**src/esu8_pkg.sv**
```systemverilog
// shared types, character codes and decode helpers for the escape decoder
// no dependencies
package esu8_pkg;

   localparam int QUEUE_DEPTH = 4;

   localparam logic [7:0] CHAR_BACKSLASH = 8'h5C;
   localparam logic [7:0] CHAR_QUOTE     = 8'h27;
   localparam logic [7:0] CHAR_DQUOTE    = 8'h22;
   localparam logic [7:0] CHAR_A         = 8'h61;
   localparam logic [7:0] CHAR_B         = 8'h62;
   localparam logic [7:0] CHAR_F         = 8'h66;
   localparam logic [7:0] CHAR_N         = 8'h6E;
   localparam logic [7:0] CHAR_R         = 8'h72;
   localparam logic [7:0] CHAR_T         = 8'h74;
   localparam logic [7:0] CHAR_V         = 8'h76;
   localparam logic [7:0] CHAR_U         = 8'h75;
   localparam logic [7:0] CHAR_X         = 8'h78;
   localparam logic [7:0] CHAR_ZERO      = 8'h30;
   localparam logic [7:0] CHAR_NINE      = 8'h39;
   localparam logic [7:0] CHAR_UPPER_A   = 8'h41;
   localparam logic [7:0] CHAR_UPPER_F   = 8'h46;
   localparam logic [7:0] CODE_BEL       = 8'h07;
   localparam logic [7:0] CODE_BS        = 8'h08;
   localparam logic [7:0] CODE_FF        = 8'h0C;
   localparam logic [7:0] CODE_LF        = 8'h0A;
   localparam logic [7:0] CODE_CR        = 8'h0D;
   localparam logic [7:0] CODE_TAB       = 8'h09;
   localparam logic [7:0] CODE_VT        = 8'h0B;
   localparam logic [7:0] CODE_NUL       = 8'h00;

   localparam logic [2:0] DIGITS_X = 3'd2;
   localparam logic [2:0] DIGITS_U = 3'd4;

   typedef enum logic [1:0] {
      MODE_PLAIN = 2'd0,
      MODE_ESC   = 2'd1,
      MODE_HEX   = 2'd2,
      MODE_DROP  = 2'd3
   } mode_type;

   typedef struct packed {
      logic [7:0] in_byte;
      logic       literal_end;
   } req_type;

   typedef struct packed {
      logic [7:0] out_byte;
      logic       out_last;
      logic       bad_escape;
   } rsp_type;

   // up to three result bytes from one input byte
   typedef struct packed {
      logic [1:0]      count;
      logic [2:0][7:0] bytes;
      logic            last;
      logic            bad;
   } record_type;

   // {valid, value}
   function automatic logic [4:0] hex_digit(input logic [7:0] c);
      logic [7:0] d;
      begin
         d = 8'd0;
         if (c >= CHAR_ZERO && c <= CHAR_NINE) begin
            d = c - CHAR_ZERO;
            hex_digit = {1'b1, d[3:0]};
         end else if (c >= CHAR_A && c <= CHAR_F) begin
            d = c - CHAR_A + 8'd10;
            hex_digit = {1'b1, d[3:0]};
         end else if (c >= CHAR_UPPER_A && c <= CHAR_UPPER_F) begin
            d = c - CHAR_UPPER_A + 8'd10;
            hex_digit = {1'b1, d[3:0]};
         end else begin
            hex_digit = {1'b0, d[3:0]};
         end
      end
   endfunction

   // {valid, byte}
   function automatic logic [8:0] simple_escape(input logic [7:0] c);
      begin
         case (c)
            CHAR_BACKSLASH: simple_escape = {1'b1, CHAR_BACKSLASH};
            CHAR_QUOTE:     simple_escape = {1'b1, CHAR_QUOTE};
            CHAR_DQUOTE:    simple_escape = {1'b1, CHAR_DQUOTE};
            CHAR_A:         simple_escape = {1'b1, CODE_BEL};
            CHAR_B:         simple_escape = {1'b1, CODE_BS};
            CHAR_F:         simple_escape = {1'b1, CODE_FF};
            CHAR_N:         simple_escape = {1'b1, CODE_LF};
            CHAR_R:         simple_escape = {1'b1, CODE_CR};
            CHAR_T:         simple_escape = {1'b1, CODE_TAB};
            CHAR_V:         simple_escape = {1'b1, CODE_VT};
            CHAR_ZERO:      simple_escape = {1'b1, CODE_NUL};
            default:        simple_escape = {1'b0, CODE_NUL};
         endcase
      end
   endfunction

   function automatic record_type single_rec(input logic [7:0] b, input logic last);
      record_type r;
      begin
         r = '0;
         r.count    = 2'd1;
         r.bytes[0] = b;
         r.last     = last;
         single_rec = r;
      end
   endfunction

   function automatic record_type error_rec();
      record_type r;
      begin
         r = '0;
         r.count = 2'd1;
         r.last  = 1'b1;
         r.bad   = 1'b1;
         error_rec = r;
      end
   endfunction

   function automatic record_type utf8_rec(input logic [15:0] cp, input logic last);
      record_type r;
      begin
         r = '0;
         r.last = last;
         if (cp <= 16'h007F) begin
            r.count    = 2'd1;
            r.bytes[0] = cp[7:0];
         end else if (cp <= 16'h07FF) begin
            r.count    = 2'd2;
            r.bytes[0] = {3'b110, cp[10:6]};
            r.bytes[1] = {2'b10, cp[5:0]};
         end else begin
            r.count    = 2'd3;
            r.bytes[0] = {4'b1110, cp[15:12]};
            r.bytes[1] = {2'b10, cp[11:6]};
            r.bytes[2] = {2'b10, cp[5:0]};
         end
         utf8_rec = r;
      end
   endfunction

endpackage

```
**src/esu8_front.sv**
```systemverilog
// front end: escape state machine, one input byte per cycle while accept is high, builds result records
// depends on esu8_pkg
module esu8_front (
   input  logic                 clock,
   input  logic                 reset,
   input  logic                 accept,
   input  esu8_pkg::req_type    req_data,
   output logic                 rec_valid,
   output esu8_pkg::record_type rec
);
   import esu8_pkg::*;

   mode_type    mode_ff, mode_in;
   logic [2:0]  digits_ff, digits_in;
   logic [15:0] accum_ff, accum_in;

   logic [7:0]  c;
   logic        last;
   logic [4:0]  hex;
   logic [8:0]  esc;
   logic        is_ux;
   logic [2:0]  digits_dec;
   logic [15:0] accum_shift;
   logic        fail;

   assign c           = req_data.in_byte;
   assign last        = req_data.literal_end;
   assign hex         = hex_digit(c);
   assign esc         = simple_escape(c);
   assign is_ux       = (c == CHAR_U) || (c == CHAR_X);
   assign digits_dec  = digits_ff - 3'd1;
   assign accum_shift = {accum_ff[11:0], hex[3:0]};

   always_comb begin
      fail = 1'b0;
      unique case (mode_ff)
         MODE_PLAIN: fail = (c == CHAR_BACKSLASH) && last;
         MODE_ESC:   fail = is_ux ? last : !esc[8];
         MODE_HEX:   fail = !hex[4] || ((digits_dec != 3'd0) && last);
         MODE_DROP:  fail = 1'b0;
         default:    fail = 1'b0;
      endcase
   end

   // next state
   always_comb begin
      mode_in   = mode_ff;
      digits_in = digits_ff;
      accum_in  = accum_ff;
      if (fail) begin
         mode_in   = last ? MODE_PLAIN : MODE_DROP;
         digits_in = 3'd0;
         accum_in  = 16'd0;
      end else begin
         unique case (mode_ff)
            MODE_PLAIN: begin
               if (c == CHAR_BACKSLASH) begin
                  mode_in = MODE_ESC;
               end
            end
            MODE_ESC: begin
               if (is_ux) begin
                  mode_in   = MODE_HEX;
                  digits_in = (c == CHAR_U) ? DIGITS_U : DIGITS_X;
                  accum_in  = 16'd0;
               end else begin
                  mode_in = MODE_PLAIN;
               end
            end
            MODE_HEX: begin
               digits_in = digits_dec;
               if (digits_dec != 3'd0) begin
                  accum_in = accum_shift;
               end else begin
                  mode_in  = MODE_PLAIN;
                  accum_in = 16'd0;
               end
            end
            MODE_DROP: begin
               if (last) begin
                  mode_in   = MODE_PLAIN;
                  digits_in = 3'd0;
                  accum_in  = 16'd0;
               end
            end
            default: mode_in = MODE_PLAIN;
         endcase
      end
   end

   // result record
   always_comb begin
      rec = '0;
      if (fail) begin
         rec = error_rec();
      end else begin
         unique case (mode_ff)
            MODE_PLAIN: begin
               if (c != CHAR_BACKSLASH) begin
                  rec = single_rec(c, last);
               end
            end
            MODE_ESC: begin
               if (!is_ux) begin
                  rec = single_rec(esc[7:0], last);
               end
            end
            MODE_HEX: begin
               if (digits_dec == 3'd0) begin
                  rec = utf8_rec(accum_shift, last);
               end
            end
            MODE_DROP: rec = '0;
            default:   rec = '0;
         endcase
      end
   end

   assign rec_valid = accept && (rec.count != 2'd0);

   always_ff @(posedge clock) begin
      if (reset) begin
         mode_ff   <= MODE_PLAIN;
         digits_ff <= 3'd0;
         accum_ff  <= 16'd0;
      end else if (accept) begin
         mode_ff   <= mode_in;
         digits_ff <= digits_in;
         accum_ff  <= accum_in;
      end
   end

endmodule

```
**src/esu8_queue.sv**
```systemverilog
// short record queue between decoder front end and byte serializer
// depends on esu8_pkg
module esu8_queue #(
   parameter int Depth = esu8_pkg::QUEUE_DEPTH
) (
   input  logic                 clock,
   input  logic                 reset,
   input  logic                 push,
   input  esu8_pkg::record_type push_data,
   output logic                 full,
   input  logic                 pop,
   output esu8_pkg::record_type head,
   output logic                 empty
);
   import esu8_pkg::*;

   localparam int PtrW = (Depth > 1) ? $clog2(Depth) : 1;
   localparam int CntW = $clog2(Depth + 1);

   record_type          mem_ff [Depth];
   logic [PtrW-1:0]     wr_ptr_ff, wr_ptr_in;
   logic [PtrW-1:0]     rd_ptr_ff, rd_ptr_in;
   logic [CntW-1:0]     count_ff, count_in;
   logic                do_push, do_pop;

   assign full    = (count_ff == CntW'(Depth));
   assign empty   = (count_ff == '0);
   assign do_push = push && !full;
   assign do_pop  = pop && !empty;
   assign head    = mem_ff[rd_ptr_ff];

   always_comb begin
      wr_ptr_in = wr_ptr_ff;
      rd_ptr_in = rd_ptr_ff;
      count_in  = count_ff;
      if (do_push) begin
         wr_ptr_in = (wr_ptr_ff == PtrW'(Depth - 1)) ? '0 : wr_ptr_ff + PtrW'(1);
      end
      if (do_pop) begin
         rd_ptr_in = (rd_ptr_ff == PtrW'(Depth - 1)) ? '0 : rd_ptr_ff + PtrW'(1);
      end
      if (do_push && !do_pop) begin
         count_in = count_ff + CntW'(1);
      end else if (do_pop && !do_push) begin
         count_in = count_ff - CntW'(1);
      end
   end

   always_ff @(posedge clock) begin
      if (do_push) begin
         mem_ff[wr_ptr_ff] <= push_data;
      end
   end

   always_ff @(posedge clock) begin
      if (reset) begin
         wr_ptr_ff <= '0;
         rd_ptr_ff <= '0;
         count_ff  <= '0;
      end else begin
         wr_ptr_ff <= wr_ptr_in;
         rd_ptr_ff <= rd_ptr_in;
         count_ff  <= count_in;
      end
   end

endmodule

```
**src/esu8_back.sv**
```systemverilog
// back end: walks each record one byte per cycle into the result register while that register is free
// depends on esu8_pkg
module esu8_back (
   input  logic                 clock,
   input  logic                 reset,
   input  esu8_pkg::record_type head,
   input  logic                 q_empty,
   output logic                 q_pop,
   output esu8_pkg::rsp_type    rsp_data,
   output logic                 empty,
   input  logic                 pop
);
   import esu8_pkg::*;

   logic [1:0] idx_ff, idx_in;
   rsp_type    rsp_ff, rsp_in;
   logic       valid_ff, valid_in;
   logic       load;
   logic       final_byte;

   // output register is free when empty or taken this cycle
   assign load       = !valid_ff || pop;
   assign final_byte = (idx_ff == head.count - 2'd1);
   assign q_pop      = load && !q_empty && final_byte;

   always_comb begin
      idx_in   = idx_ff;
      rsp_in   = rsp_ff;
      valid_in = valid_ff;
      if (load) begin
         valid_in = !q_empty;
         if (!q_empty) begin
            rsp_in.out_byte   = head.bytes[idx_ff];
            rsp_in.out_last   = head.last && final_byte;
            rsp_in.bad_escape = head.bad;
            idx_in            = final_byte ? 2'd0 : idx_ff + 2'd1;
         end
      end
   end

   always_ff @(posedge clock) begin
      rsp_ff <= rsp_in;
   end

   always_ff @(posedge clock) begin
      if (reset) begin
         idx_ff   <= 2'd0;
         valid_ff <= 1'b0;
      end else begin
         idx_ff   <= idx_in;
         valid_ff <= valid_in;
      end
   end

   assign rsp_data = rsp_ff;
   assign empty    = !valid_ff;

endmodule

```
**src/escape_sequence_to_utf8_top.sv**
```systemverilog
// escape sequence to utf-8 decoder, top level
// depends on esu8_pkg, esu8_front, esu8_queue, esu8_back
//
// Input side is a queue write port: one raw byte of a string literal body per
// transfer (push while full is low), literal_end set on the final byte.
// Result side is a queue read port: while empty is low, rsp_data holds the
// oldest decoded utf-8 byte; pop while empty is low takes it.
// An input byte is decoded in the cycle it is taken, its results (one to
// three bytes, if any) go as one record into a QueueDepth-entry record
// queue, and a serializer moves one byte per cycle into the result register
// while that register is free: a result passes the record queue, then the
// result register. Input throughput is one byte per cycle while full is low;
// results go out one byte per cycle while popped, so a three-byte \u escape
// holds the serializer for all its bytes; full rises only when the record queue fills.
// A bad or unfinished escape gives a single result with bad_escape and
// out_last set and out_byte zero; later bytes up to literal_end give nothing.
// Synchronous reset empties the queue and result register and returns the
// decoder to plain-byte mode. When the receiver stalls, the result holds and
// the queue backs up into full.
module escape_sequence_to_utf8_top #(
   parameter int QueueDepth = esu8_pkg::QUEUE_DEPTH
) (
   input  logic              clock,
   input  logic              reset,
   input  logic              push,
   output logic              full,
   input  esu8_pkg::req_type req_data,
   output logic              empty,
   input  logic              pop,
   output esu8_pkg::rsp_type rsp_data
);
   import esu8_pkg::*;

   logic       accept;
   logic       rec_valid;
   record_type rec;
   record_type head;
   logic       q_full;
   logic       q_empty;
   logic       q_pop;

   assign full   = q_full;
   assign accept = push && !q_full;

   esu8_front u_front (
      .clock     (clock),
      .reset     (reset),
      .accept    (accept),
      .req_data  (req_data),
      .rec_valid (rec_valid),
      .rec       (rec)
   );

   esu8_queue #(
      .Depth (QueueDepth)
   ) u_queue (
      .clock     (clock),
      .reset     (reset),
      .push      (rec_valid),
      .push_data (rec),
      .full      (q_full),
      .pop       (q_pop),
      .head      (head),
      .empty     (q_empty)
   );

   esu8_back u_back (
      .clock    (clock),
      .reset    (reset),
      .head     (head),
      .q_empty  (q_empty),
      .q_pop    (q_pop),
      .rsp_data (rsp_data),
      .empty    (empty),
      .pop      (pop)
   );

endmodule

```
**config.mk**
```make
export PLATFORM = sky130hd
export DESIGN_NAME = escape_sequence_to_utf8_top
export DESIGN_NICKNAME = d
export VERILOG_FILES = /design/src/esu8_pkg.sv /design/src/esu8_front.sv /design/src/esu8_queue.sv /design/src/esu8_back.sv /design/src/escape_sequence_to_utf8_top.sv
export SDC_FILE = /design/constraint.sdc
export NUM_CORES = 1
export LEC_CHECK = 0
export BUFFER_PORTS_ARGS = -buffer_cell sky130_fd_sc_hd__buf_2
export CAP_MARGIN = 15
export CORE_MARGIN = 2
export CORE_UTILIZATION = 50
export DETAILED_ROUTE_END_ITERATION = 16
export HOLD_SLACK_MARGIN = 0.15
export PLACE_DENSITY = 0.75
export SYNTH_ARGS = -nofsm -noshare
export SYNTH_HDL_FRONTEND = slang
export SYNTH_SLANG_ARGS = --single-unit
```
**constraint.sdc**
```tcl
create_clock -name clock -period 4.9 [get_ports clock]
set_input_delay 0.98 -clock clock [delete_from_list [all_inputs] [get_ports clock]]
set_output_delay 0.98 -clock clock [all_outputs]
set_load 0.01 [all_outputs]
```
==> impl_metrics.tcl, run 1 <==
set metrics [dict create \
    synth_area_um2 6616 \
    tritoncts "built" \
    r2r_start "u_front.digits_ff[0]" \
    cts.clk_slew.worst_paths_ps 60 \
    cp-start-kind "input pin" \
    worstHoldEndpoint "u_front.digits_ff[1]" \
    cp.arrival_ps 4260 \
    cts_hold_buf 0 \
    crit_path_max_incr_delay_ps 530 \
    slowest_stage "a2111oi_1" \
    pwr-share-clk_pct 34.9 \
    hold_viol 0 \
    p_int_mw 2.582 \
    hold_depth 1 \
    ys_async_sr_fraction_pct 0 \
    n_antenna_cell 0 \
    synthToLayoutAreaGrowth_pct 13.35 \
    antenna_found_initial 0 \
    rr_worst_depth 7 \
    gp_congestion 0.9472 \
    grt_pass1_vias 4372 \
    grt_pass1_wl_um 23140 \
    post_cts_resized 0 \
    rsz0062_at_grt "false" \
    fmax_mhz 254.5 \
    cts-htree-levels 4 \
    drtPass1Iterations 7 \
    wirelength_um 13990 \
    hpwl_um 9247 \
    setup_tns_ps 0 \
    r2r-end "u_queue.mem_ff[1][14]" \
    cp.required_ps 5230 \
    critPathKind "input pin to register" \
    comb_power_share_pct 21.8 \
    cap_violations 0 \
    die-width_um 119.0 \
    core_area_um2 13090 \
    numCtsBuffers 17 \
    cts_buffer_depth 2 \
    skew_ps 10.47 \
    ys_warn_count 0 \
    dieArea_um2 14170 \
    via_count 4327 \
    synth.avg_cell_area_um2 13.48 \
    status "complete, no violations" \
    synth-seq-cells 139 \
    cts_root_buffer "clkbuf_16" \
    die_y_um 119.0 \
    hold_start "u_front.digits_ff[1]" \
    worst_pin_slew_ps 1063 \
    ios 25 \
    clkLatencyLatePin_ps 410 \
    power_density_nw_per_um2 472.6 \
    dominantRegCellSynth "edfxtp_1" \
    switching_share_pct 27.15 \
    grt_usage_pct 21.12 \
    crit_top_cell "inv_1" \
    ir_drop_uv 222.4 \
    start_util_pct 50.56 \
    path_max_fanout 6 \
    period_minus_slack_ps 3930 \
    drc 0 \
    ys_seq_area_share_pct 58.70 \
    overflow 0 \
    r2r_slack_ps 1620 \
    drtIter0Drc 497 \
    ant_nets 0 \
    synth_edf_count 110 \
    setup_viol 0 \
    num_rows 42 \
    crit_path_end_kind "register" \
    worstHoldPathType "register to register" \
    cts_setup_buffers 0 \
    routedWlPerCell_um 19.73 \
    vias_per_cell 6.103 \
    post_synth_num_cell_types 76 \
    path_cells "buf_2 > inv_1 > ha_1 > or3b_1 > and3_1 > a2111oi_1 > a211oi_2 > inv_1 > ha_1 > inv_1 > fa_1 > xor2_1 > or3_1 > a21oi_1" \
    syn_nets 518 \
    yosys.area.top_type "edfxtp_1" \
    p_leak_nw 2.662 \
    fin_nets 547 \
    yosys-top-cells-area "edfxtp_1 50%, dfxtp_1 8.8%, mux4_2 8.5%" \
    grt_max_degree 26 \
    clkSinkCount 139 \
    power_mw 3.544 \
    synthDominantCellAreaShare_pct 49.92 \
    portBuffers 24 \
    p_switching_mw 0.9622 \
    synthCells 491 \
    final_max_slew_viol_count 0 \
    seq_power_share_pct 43.3 \
    fin_crit_sh_pct 80.20 \
    maxSlewHeadroom_pct 28.47 \
    nFillCells 1000 \
    drive_above_1_share_pct 19.70 \
]
critical path: cells and delay by family:
family	cells	cell delay, ps
XOR/XNOR	1	170
AND/OR/NAND/NOR	3	1000
buffers and inverters	4	450
adder cells (fa/ha/maj)	3	820
AO/OA/AOI/OAI	3	830
sequential cells by signal (all words and copies together), names as in the netlist, named ones only:
name / count
u_queue.mem_ff: 100
u_front.accum_ff: 12
u_back.rsp_data: 10
u_front.digits_ff: 3
u_queue.count_ff: 3
u_back.idx_ff: 2
u_front.mode_ff: 2
u_queue.rd_ptr_ff: 2
u_queue.wr_ptr_ff: 2
u_back.valid_ff: 1
synth_stat cells (all sizes together), types with 7 or more instances:
library cell and count:
mux4 25, inv 28, ha 13, nand3b 7, and2 10, edfxtp 110, o22ai 7, nand3 11
a21oi 22, nor3 13, nor2 30, buf 13, dfxtp 29, nand2 24, o21ai 14, mux2i 15
clkbuf 9, a22o 13
per-stage QoR:
stage | cells | hold slack, ps | area (um^2) | util, % | worst slack, ps
final | 709 | 465.5 | 7500 | 57.32 | 970.4
after global routing | 709 | 507.0 | 7500 | 57.32 | 771.9
after CTS | 709 | 464.9 | 7500 | 57.32 | 1020
after detailed placement | 677 | 450.4 | 6914 | 52.84 | 657.5
after global placement | 677 | 448.1 | 6914 | 52.84 | 666.4
after floorplan | 491 | 432.3 | 6616 | - | 1156
final cells by class:
class / instances / area [um^2] / share of cell area, %
tap: 176 / 220.2 / 2.936
sequential: 139 / 3884 / 51.79
inverter: 28 / 105.1 / 1.401
clock inverter: 13 / 142.6 / 1.902
clock buffer: 19 / 442.9 / 5.906
multi-input combinational: 302 / 2525 / 33.67
timing repair buffer: 32 / 180.2 / 2.402
layout by cell type, fill, tap and decap left out, types with 13 or more instances in the layout:
cell         n
a21oi_1     21
a22o_1      13
buf_2       24
clkbuf_16   17
dfxtp_1     29
edfxtp_1   110
ha_1        13
inv_1       27
mux2i_1     15
mux4_2      25
nand2_1     24
nor2_1      29
nor3_1      13
o21ai_0     13
logic make-up after synthesis:
| kind of cell | share of synthesized area, % |
|---|---|
| DFF | 58.70 |
| xor gates and xnor gates | 0.6620 |
| AOI/OAI and AO/OA | 12.50 |
| adders and majority gates | 2.761 |
| buffers and inverters | 3.215 |
| muxes | 10.95 |
| and+or+nand+nor | 11.21 |
per-layer routing:
| layer | routed length, um | track usage (%) |
|---|---|---|
| met1 | 5809 | 27.15 |
| met2 | 6929 | 34.66 |
| met3 | 981 | 5.508 |
| met4 | 270 | 7.738 |
| met5 | 0 | 0 |
power by group through the flow:
stage	sequential, mW	clock, mW	combinational [mW]
floorplan	1.55	0	0.578
global placement	1.55	0	0.753
detailed placement	1.56	0	0.777
CTS	1.54	1.25	0.784
global route	1.56	1.30	0.854
finish	1.54	1.24	0.771
how the worst max path moves through the flow:
stage,start,end,slack (ps),cells past startpoint
floorplan,req_data[2],u_queue.count_ff[2],1160,13
global placement,req_data[2],u_queue.count_ff[2],670,14
detailed placement,req_data[2],u_queue.count_ff[2],660,14
CTS,req_data[2],u_queue.count_ff[2],1020,14
global route,req_data[2],u_queue.count_ff[2],770,14
finish,req_data[2],u_queue.count_ff[2],970,14
Power figures use the tool's default switching activity.
==> inputs of run 2 (changes only) <==
- clock period: 4.9 -> 4 ns (I/O delays scaled with it)
==> run 2 against run 1 <==
Clock skew fell by 1.2 ps. Largest cell class unchanged. Critical path type unchanged. Setup slack worse by 510 ps. Critical path depth did not move. Worst hold slack better by 3.0 ps. Global-route usage is 0.46 points higher. Sequential power rose by 21%. Sequential cell count did not move.
==> impl_metrics.tcl, run 2 (synthesized netlist as in run 1, its figures left out) <==
set metrics [dict create \
    cts.clk_slew.worst_paths_ps 60 \
    hpwl_um 9694 \
    period_minus_slack_ps 3540 \
    path_max_fanout 6 \
    rsz0062_at_grt "false" \
    fmax_mhz 282.5 \
    power_mw 4.375 \
    largest_register_ffs 100 \
    clkSinkCount 139 \
    antenna_found_initial 0 \
    top_layer "met4" \
    synthToLayoutAreaGrowth_pct 14.18 \
    switching_share_pct 26.58 \
    post_cts_resized 0 \
    cts-htree-levels 4 \
    tritoncts "built" \
    overflow 0 \
    seq_power_share_pct 42.6 \
    cts_hold_buf 0 \
    fin_nets 555 \
    wl_met1_um 6031 \
    hold_viol 0 \
    ios 25 \
    path_cells "buf_2 > inv_1 > ha_1 > or3b_1 > and3_1 > a2111oi_1 > a211oi_2 > inv_1 > ha_1 > inv_1 > fa_1 > xor2_1 > or3_1 > a21oi_1" \
    via_count 4430 \
    dieArea_um2 14170 \
    worst_pin_slew_ps 1034 \
    worstHoldPathType "register to register" \
    final_common_cell "edfxtp_1" \
    start_util_pct 50.56 \
    cts_root_buffer "clkbuf_16" \
    pwr-share-clk_pct 34.9 \
    die_y_um 119.0 \
    ant_nets 0 \
    portBuffers 24 \
    crit_path_end_kind "register" \
    crit_path_max_incr_delay_ps 550 \
    final_cell_mix "110 x edfxtp_1, 29 x nor2_1, 29 x dfxtp_1, 27 x inv_1, 25 x mux4_2" \
    comb_power_share_pct 22.5 \
    p_switching_mw 1.163 \
    drc 0 \
    p_leak_nw 2.709 \
    crit_buf_inv 4 \
    n_antenna_cell 0 \
    fin_crit_sh_pct 88.51 \
    status "complete, no violations" \
    cp-start-kind "input pin" \
    ir_drop_uv 300.7 \
    die-width_um 119.0 \
    numCtsBuffers 17 \
    setup_tns_ps 0 \
    grt_usage_pct 21.58 \
    cp_top_family "simple AND/OR/NAND/NOR gates" \
    core_area_um2 13090 \
    skew_ps 9.290 \
    crit_top_cell "inv_1" \
    cap_violations 0 \
    drtIter0Drc 483 \
    num_rows 42 \
    final_max_slew_viol_count 0 \
    cp.required_ps 4340 \
    wirelength_um 14470 \
    routedWlPerCell_um 20.18 \
    wl_met2_um 7220 \
    wl_met3_um 954 \
    grt_pass1_wl_um 23570 \
    critPathKind "input pin to register" \
    drtPass1Iterations 6 \
    maxSlewHeadroom_pct 30.45 \
    cts_buffer_depth 2 \
    vias_per_cell 6.179 \
    grt_max_degree 26 \
    cp.arrival_ps 3880 \
    clkLatencyLatePin_ps 410 \
    cts_setup_buffers 0 \
    slowest_stage "a2111oi_1" \
    setup_viol 0 \
    grt_pass1_vias 4406 \
    power_density_nw_per_um2 579.1 \
    p_int_mw 3.212 \
    gp_congestion 0.9184 \
    regMostFlops "u_queue.mem_ff" \
    drive_above_1_share_pct 19.96 \
]
==> run 2: changes by cell type in the layout (fill, tap and decap cells not counted) <==
cell and delta:
buf_4 +8, clkinv_1 +5, clkinvlp_4 -3, clkinv_4 -2
bufinv_16 +1, clkbuf_8 -1
==> run 2: stage by stage <==
step	setup WS [ps]	cells	area [um^2]	hold WS, ps	util [%]
after floorplan	436.0	491	6616	432.3	-
after global placement	126.6	685	6974	448.0	53.30
after detailed placement	71.42	685	6974	457.9	53.30
after CTS	482.1	717	7555	476.8	57.74
after global routing	273.2	717	7555	495.3	57.74
final	459.7	717	7555	468.6	57.74
==> run 2: worst paths after layout <==
check	from	endpoint	slack, ps	cells after the start
min reg2reg	u_front.digits_ff[1]	u_front.digits_ff[1]	470	1
max	req_data[2]	u_queue.count_ff[2]	460	14
min	u_front.digits_ff[1]	u_front.digits_ff[1]	470	1
max reg2reg	register	u_queue.count_ff[2]	870	10
==> run 2: power by group through the flow <==
stage          logic [mW]  registers [mW]  clock network (mW)
2_1_floorplan       0.708            1.90                   0
5_1_grt              1.09            1.89                1.61
3_3_place_gp        0.956            1.88                   0
6_report            0.984            1.86                1.53
3_5_place_dp        0.989            1.89                   0
4_1_cts             0.997            1.87                1.55
==> run 2: metal layers <==
metal | up-vias | GRT usage, %
met4 | 0 | 8.110
li1 | 2014 | -
met3 | 29 | 4.358
met5 | - | 0
met2 | 215 | 35.52
met1 | 2172 | 28.44
==> run 2: worst register-to-register path: cells and delay by family, from the launching register on <==
family	cells	cell delay, ps
buf+inv	2	190
mux	2	980
xor+xnor	1	70
fa+ha+maj	2	420
flops	1	550
compound gates	1	130
simple gates	2	720
==> run 2: layout make-up <==
cell class                      instances  area (um^2)
Timing Repair Buffer                   40        240.2
Tap cell                              176        220.2
Sequential cell                       139         3884
Clock buffer                           18        429.2
Clock inverter                         14        151.4
Multi-Input combinational cell        302         2525
Fill cell                            1016         5530
Inverter                               28        105.1
==> inputs of run 3 (changes only) <==
- HOLD_SLACK_MARGIN: 0.15 -> not set
- clock period: 4 -> 3.6 ns (I/O delays scaled with it)
==> run 3 against run 2 <==
Combinational power grew 16%. Cell count grew 2.5%. Sequential power grew 11%. Die area is the same. Total power grew 10%. Via count grew 1.5%.
==> impl_metrics.tcl, run 3 (synthesized netlist as in run 1, its figures left out) <==
set metrics [dict create \
    status "complete, no violations" \
    cts_setup_buffers 0 \
    cap_violations 0 \
    post_cts_resized 0 \
    final_common_cell "edfxtp_1" \
    hold_viol 0 \
    core_area_um2 13090 \
    die_y_um 119.0 \
    die-width_um 119.0 \
    via_count 4497 \
    drive_above_1_share_pct 22.90 \
    ios 25 \
    power_density_nw_per_um2 624.8 \
    fin_crit_sh_pct 90.86 \
    crit_path_end_kind "register" \
    vias_per_cell 6.118 \
    crit_path_max_incr_delay_ps 510 \
    cp.arrival_ps 3610 \
    hpwl_um 9746 \
    met2_usage_pct 35.85 \
    setup_viol 0 \
    crit_top_cell "inv_1" \
    tritoncts "built" \
    synthToLayoutAreaGrowth_pct 16.83 \
    period_minus_slack_ps 3271 \
    grt_max_degree 26 \
    fin_nets 573 \
    path_max_fanout 5 \
    crit_buf_inv 4 \
    path_cells "buf_2 > inv_1 > ha_1 > or3b_1 > and3_1 > a2111oi_1 > a211oi_2 > inv_1 > ha_1 > inv_1 > fa_1 > xor2_1 > or3_1 > a21oi_1" \
    postLayoutCoreUtil_pct 59.07 \
    drtIter0Drc 499 \
    cp-start-kind "input pin" \
    grt_pass1_vias 4604 \
    cts-htree-levels 4 \
    cts_hold_buf 0 \
    p_leak_nw 2.807 \
    routedWlPerCell_um 19.95 \
    grtUsageMet1_pct 28.66 \
    start_util_pct 50.56 \
    setup_ws_ps 329.0 \
    ir_drop_uv 359.1 \
    cts.clk_slew.worst_paths_ps 50 \
    worstHoldPathType "register to register" \
    grt_pass1_wl_um 23980 \
    portBuffers 24 \
    cts_buffer_depth 2 \
    maxSlewHeadroom_pct 37.89 \
    ant_nets 0 \
    regMostFlops "u_queue.mem_ff" \
    final_max_slew_viol_count 0 \
    wirelength_um 14670 \
    clkSinkCount 139 \
    n_antenna_cell 0 \
    dieArea_um2 14170 \
    antenna_found_initial 0 \
    grt_usage_pct 21.72 \
    fmax_mhz 305.7 \
    clkLatencyLatePin_ps 400 \
    largest_register_ffs 100 \
    num_rows 42 \
    final_cell_mix "110 x edfxtp_1, 29 x nor2_1, 29 x dfxtp_1, 29 x buf_4, 27 x inv_1" \
    slowest_stage "a2111oi_1" \
    cp.required_ps 3940 \
    drc 0 \
    skew_ps 12.19 \
    cts_root_buffer "clkbuf_16" \
    critPathKind "input pin to register" \
    cp_top_family "simple AND/OR/NAND/NOR gates" \
    overflow 0 \
    worst_pin_slew_ps 923.1 \
    top_usage_layer "met2" \
    dp_slack_ps -71.77 \
    rsz0062_at_grt "false" \
    drtPass1Iterations 5 \
    numCtsBuffers 17 \
    met3_usage_pct 4.262 \
    gp_congestion 0.8947 \
]
==> run 3: final timing paths <==
path                                              end  slack (ps)                  from  cells after the start
worst max-delay path              u_queue.count_ff[2]         330           req_data[1]                     14
worst min-delay path             u_front.digits_ff[1]         490  u_front.digits_ff[1]                      1
worst max register to register  u_queue.mem_ff[1][14]         550  u_front.digits_ff[0]                      7
worst min register to register   u_front.digits_ff[1]         490  u_front.digits_ff[1]                      1
==> run 3: metal layers <==
layer | vias up | part of all wire [%] | wire length (um)
met2 | 226 | 49 | 7231
met3 | 28 | 6.9 | 1015
met4 | 0 | 2.1 | 308
met1 | 2198 | 42 | 6110
li1 | 2045 | - | -
met5 | - | 0 | 0
==> run 3: final cells by class <==
type	count	area, um^2
flip-flops and latches	139	3884
multi-input cells	302	2525
fillers	971	5355
clock buffers	18	429.2
well taps	176	220.2
inverters	28	105.1
clock inverters	14	128.9
repair buffers	58	437.9
==> run 3: power breakdown <==
group	internal [mW]	total [mW]	leakage, nW	switching [mW]
logic	0.536	1.14	1.25	0.603
clock network	1.01	1.63	0.272	0.622
registers	1.98	2.06	1.28	0.0774
total	3.53	4.83	2.81	1.30
==> run 3: through the flow <==
step                      total power [mW]  hold WS [ps]  std cells  instance area (um^2)  TNS, ps
after detailed placement             3.241         472.5        703                  7172   -71.77
after global routing                 5.051         506.5        735                  7730        0
after floorplan                      2.894         432.3        491                  6616        0
final                                4.830         488.6        735                  7730        0
after CTS                            4.858         487.3        735                  7730        0
after global placement               3.187         448.8        703                  7172   -30.90
